===== config.mk =====
export PLATFORM = sky130hd
export DESIGN_NAME = tct_front
export DESIGN_NICKNAME = d
export VERILOG_FILES = /design/src/hw/rtl/tct_pkg.sv /design/src/hw/rtl/tct_front.sv
export SDC_FILE = /design/constraint.sdc
export NUM_CORES = 1
export LEC_CHECK = 0
export BUFFER_PORTS_ARGS = -buffer_cell sky130_fd_sc_hd__buf_2
export CORE_MARGIN = 5
export CORE_UTILIZATION = 35
export CTS_BUF_LIST = sky130_fd_sc_hd__clkbuf_2 sky130_fd_sc_hd__clkbuf_4 sky130_fd_sc_hd__clkbuf_8
export DETAILED_ROUTE_END_ITERATION = 7
export PLACE_DENSITY_LB_ADDON = 0.15
export SYNTH_ARGS = -nofsm -noshare
export SYNTH_HDL_FRONTEND = slang
export SYNTH_SLANG_ARGS = --single-unit

===== constraint.sdc =====
create_clock -name clock -period 4.85 [get_ports clock]
set_input_delay 0.2425 -clock clock [delete_from_list [all_inputs] [get_ports clock]]
set_output_delay 0.2425 -clock clock [all_outputs]
set_load 0.1 [all_outputs]

===== src/hw/rtl/tct_pkg.sv =====
`default_nettype none
package tct_pkg;

   typedef enum logic [1:0] {
      CMD_INSERT = 2'd0,
      CMD_LOOKUP = 2'd1,
      CMD_REMOVE = 2'd2,
      CMD_UNUSED = 2'd3
   } cmd_type;

   typedef enum logic [1:0] {
      ST_OK   = 2'd0,
      ST_DUP  = 2'd1,
      ST_FULL = 2'd2,
      ST_NONE = 2'd3
   } status_type;

   // Tuple as stored in a slot
   typedef struct packed {
      logic [31:0] own_addr;
      logic [31:0] remote_addr;
      logic [31:0] ports;
   } tuple_type;

   typedef enum logic [1:0] {
      BK_IDLE  = 2'd0,
      BK_READ  = 2'd1,
      BK_EXEC  = 2'd2,
      BK_WRITE = 2'd3
   } back_state_type;

   // XOR fold of the tuple to 16 bits
   function automatic logic [15:0] fold_tuple(input tuple_type t);
      logic [31:0] w;
      begin
         w = t.own_addr ^ t.remote_addr ^ t.ports;
         fold_tuple = w[31:16] ^ w[15:0];
      end
   endfunction

endpackage
`default_nettype wire


===== src/hw/rtl/tct_front.sv =====
`default_nettype none
// Accept beats, fold the tuple to a bucket index and queue them for the back end
module tct_front
   import tct_pkg::*;
#(
   parameter int DEPTH   = 2,
   parameter int BUCKETS = 256
) (
   input  wire logic        clock,
   input  wire logic        reset,
   input  wire logic        push,
   output logic             full,
   input  wire logic [1:0]  cmd,
   input  wire tuple_type   tuple,
   input  wire logic [15:0] handle,
   output logic             q_valid,
   input  wire logic        q_take,
   output logic [1:0]       q_cmd,
   output tuple_type        q_tuple,
   output logic [15:0]      q_handle,
   output logic [15:0]      q_hash
);
   localparam int AW = (DEPTH > 1) ? $clog2(DEPTH) : 1;
   localparam int EW = 2 + 96 + 16 + 16 + 16;
   // Reciprocal of the bucket count, exact for every 16-bit fold
   localparam int LB = $clog2(BUCKETS);
   localparam int SH = 16 + LB;
   localparam longint unsigned MULW =
      ((64'd1 << SH) + 64'(BUCKETS) - 64'd1) / 64'(BUCKETS);
   localparam logic [16:0] MUL = 17'(MULW);

   logic [EW-1:0] mem_ff [DEPTH];
   logic [AW-1:0] wp_ff, wp_in, rp_ff, rp_in;
   logic [AW:0]   cnt_ff, cnt_in;
   logic          do_push, do_pop;
   logic [15:0]   fold, quot, m_fold, m_quot;
   logic [32:0]   prod, back_prod;

   assign full    = (cnt_ff == (AW+1)'(DEPTH));
   assign q_valid = (cnt_ff != '0);
   assign do_push = push && !full;
   assign do_pop  = q_take && q_valid;

   // Quotient of the fold by the bucket count
   assign fold = fold_tuple(tuple);
   assign prod = 33'(fold) * 33'(MUL);
   assign quot = 16'(prod >> SH);

   // Bucket index: fold minus quotient times bucket count
   assign {q_cmd, q_tuple, q_handle, m_fold, m_quot} = mem_ff[rp_ff];
   assign back_prod = 33'(m_quot) * 33'(BUCKETS);
   assign q_hash    = m_fold - back_prod[15:0];

   // Advance pointers and count
   always_comb begin
      wp_in  = wp_ff;
      rp_in  = rp_ff;
      cnt_in = cnt_ff;
      if (do_push) wp_in = (wp_ff == AW'(DEPTH-1)) ? '0 : wp_ff + 1'b1;
      if (do_pop)  rp_in = (rp_ff == AW'(DEPTH-1)) ? '0 : rp_ff + 1'b1;
      if (do_push && !do_pop) cnt_in = cnt_ff + 1'b1;
      else if (do_pop && !do_push) cnt_in = cnt_ff - 1'b1;
   end

   always_ff @(posedge clock) begin
      if (reset) begin
         wp_ff  <= '0;
         rp_ff  <= '0;
         cnt_ff <= '0;
      end else begin
         wp_ff  <= wp_in;
         rp_ff  <= rp_in;
         cnt_ff <= cnt_in;
      end
   end

   // Store the classified beat
   always_ff @(posedge clock) begin
      if (do_push) mem_ff[wp_ff] <= {cmd, tuple, handle, fold, quot};
   end
endmodule
`default_nettype wire


==> flow_metrics.py <==
metrics = {
    "timing": {
        "fmax_ghz": 0.355,
        "finalHoldWorstSlack_ns": 0.149,
        "slew_headroom": 0.359,
        "fin_setup_tns_ns": 0,
        "worst_slack_ns": 2.03,
        "maxSlewViolCount": 0,
        "period_minus_slack_ns": 2.82,
        "skew_ns": 0.0200,
        "period_share": 0.581,
        "rsz0062_at_grt": "false",
        "setup_viol": 0,
        "hold_viol": 0,
        "tightest_slew_ns": 0.962,
    },
    "critical_path": {
        "cp_slowest_cell": "dfxtp_4",
        "cp_cell_sequence": "buf_4 > mux2_2 > buf_2",
        "cp_max_fo": 40,
        "worstReg2RegEnd": "mem_ff[0][26]$_DFFE_PP_",
        "critPathCaptureType": "output pin",
        "crit_path_start_kind": "flip-flop",
        "critPathMaxStageDelay_ns": 0.79,
        "cp_data_arrival_time_ns": 2.58,
        "cp_num_buf_inv": 2,
        "worst-setup-path-type": "flip-flop to output pin",
        "cp.required_ns": 4.61,
        "crit-reg2reg-launch": "cnt_ff[0]$_SDFFE_PP0P_",
        "worstRegToRegCells": 4,
        "path_delay_family": "buffers and inverters",
        "reg2reg_slack_ns": 2.37,
    },
    "final_layout": {
        "fin_area_um2": 13400,
        "final_cells": 1259,
        "fin_nets": 965,
        "layout-drive-gt1-share": 0.505,
        "area_growth_pct": 36.7,
    },
    "outcome": {
        "status": "completed",
    },
    "clocking": {
        "numCtsBuffers": 43,
        "clock_sinks": 249,
        "insertion_delay_ns": 0.52,
        "cts_tree": "built",
        "root_buffer": "clkbuf_8",
        "cts_max_level": 2,
        "clkTransAtPathRegs_ns": 0.06,
        "clk_path_buf_depth": 3,
    },
    "detailed_routing": {
        "vias": 5311,
        "vias_per_cell": 4.22,
        "totalWireLength_um": 20600,
        "drtIter0Drc": 161,
        "drc_errors": 0,
        "drt_first_pass_iters": 4,
        "ant_nets": 0,
        "wl_per_cell_um": 16.4,
    },
    "grt": {
        "grt_pass1_wl_um": 31500,
        "gr-total-overflow": 0,
        "grt_usage": 0.128,
        "grt_max_degree": 72,
        "grt_pass1_vias": 5928,
        "antenna_found_initial": 1,
    },
    "pwr": {
        "max-vdd-ir-drop_v": 0.000540,
        "power_leakage_nw": 5.16,
        "power.density_nw_per_um2": 659,
    },
    "worst_hold_path": {
        "worstHoldPathCells": 4,
        "min_from": "push",
        "worst_hold_path.endpoint": "wp_ff$_SDFFE_PP0P_",
        "hold_path_class": "input pin to flip-flop",
    },
    "floorplanning": {
        "core_um2": 27700,
        "boundaryPins": 250,
        "initial_core_util": 0.353,
        "die-area_um2": 31400,
        "die_h_um": 177,
        "rows": 61,
        "die_w_um": 177,
    },
    "placement": {
        "gp_congestion": 0.738,
        "dp_cells": 1064,
        "pre_cts_slack_ns": 2.31,
        "portBuffers": 241,
        "placed_area_um2": 11300,
        "dp_hpwl_um": 13700,
    },
    "logic_synthesis": {
        "yosysSeqAreaShare": 0.760,
        "netlist_area_um2": 9770,
        "yosysTopAreaCell": "edfxtp_1",
        "ys_ff_latch": 249,
        "yosys_warnings": 0,
        "yosys.cell_count.top_type": "edfxtp_1",
        "synth_flop_cell": "edfxtp_1",
        "synthCells": 454,
        "synthTopCellsByCount": "edfxtp_1 (244), mux2_4 (80), mux2_2 (42)",
        "synth_area_leaders": "edfxtp_1 (75%), mux2_4 (12%), mux2_2 (4.8%)",
        "synth_edf_count": 244,
        "synth_top_area_frac": 0.750,
        "synthArstFlopShare": 0,
        "yosysUniqueCellTypes": 20,
        "syn_avg_cell_area_um2": 21.5,
    },
    "job": {
        "cap_violations": 0,
    },
}
## metrics by stage
step	util	total power, mW
finish	0.482	8.79
detailed placement	0.410	6.96
global placement	0.410	6.92
CTS	0.482	8.93
floorplan	-	6.45
global route	0.482	9.13
## final cells by class
cell class                 instances  area, µm²
sequential                       249       7430
timing repair buffer             362       2410
multi-input combinational        188       2170
inverter                           2       10.0
fill                            2441      14400
antenna                            1       2.50
clock inverter                    16       93.8
clock buffer                      63        761
tap                              378        473
## how the worst max path moves through the flow
| stage | startpoint | to | slack, ns | cells past startpoint |
|---|---|---|---|---|
| floorplan | cnt_ff[1]$_SDFFE_PP0P_ | mem_ff[1][100]$_DFFE_PP_ | 0.68 | 3 |
| global placement | cnt_ff[1]$_SDFFE_PP0P_ | mem_ff[0][26]$_DFFE_PP_ | 2.41 | 4 |
| detailed placement | cnt_ff[1]$_SDFFE_PP0P_ | mem_ff[0][26]$_DFFE_PP_ | 2.31 | 4 |
| CTS | flip-flop | q_tuple[83] | 1.93 | 3 |
| global route | flip-flop | q_tuple[83] | 1.88 | 3 |
| finish | flip-flop | q_tuple[84] | 2.03 | 3 |
## where the power goes
group | internal (mW) | total (mW) | switching [mW] | leakage [nW]
sequential | 2.73 | 2.86 | 0.130 | 2.32
clock | 1.06 | 1.85 | 0.797 | 0.461
combinational | 0.878 | 4.08 | 3.20 | 2.38
## worst reg2reg max path, delay by kind of cell (launching register included)
family	cells	cell delay, ns
buffers and inverters	2	1.22
and+or+nand+nor	2	0.47
DFF	1	0.43
## placed cells by master, fill, tap and decap left out, drive strengths merged
cell | synthesis | final
buf | 22 | 247
edfxtp | 244 | 244
mux2 | 122 | 122
dlygate4sd3 | 0 | 115
clkbuf | 0 | 63
xnor2 | 32 | 32
clkinv | 0 | 15
xor2 | 11 | 11
conb | 1 | 8
dfxtp | 5 | 5
nor2 | 4 | 4
o21ai | 3 | 3
or3 | 2 | 2
a21oi | 2 | 2
inv | 2 | 2
diode | 0 | 1
nor2b | 1 | 1
or2 | 1 | 1
and2 | 1 | 1
ha | 1 | 1
bufinv | 0 | 1
## metal layers
metal | vias to the layer above | GRT usage | wire length [µm]
li1 | 2534 | - | -
met1 | 2571 | 0.154 | 8390
met2 | 165 | 0.220 | 10400
met3 | 41 | 0.0370 | 1370
met4 | 0 | 0.0445 | 480
met5 | - | 0 | 0
## flip-flops by register name (all words and copies together) (netlist names), named ones only
register  flops
mem_ff      244
cnt_ff        2
rp_ff         1
wp_ff         1
## kinds of logic after synthesis
kind of cell	after synthesis	synth area share
flip-flops	249	0.760
XOR/XNOR	43	0.0385
adder cells (fa/ha/maj)	1	0.00128
multiplexers	122	0.171
other	1	0.000384
AND/OR/NAND/NOR	9	0.00499
buffers and inverters	24	0.0209
AO/OA/AOI/OAI	5	0.00256
## timing repair
item                      in CTS  in global routing
hold buffers                 115                  0
setup buffers                  0                  0
hold endpoints to repair     233                  0
resized for setup              0                  0
Note: power is estimated with default switching activity, not from simulation.
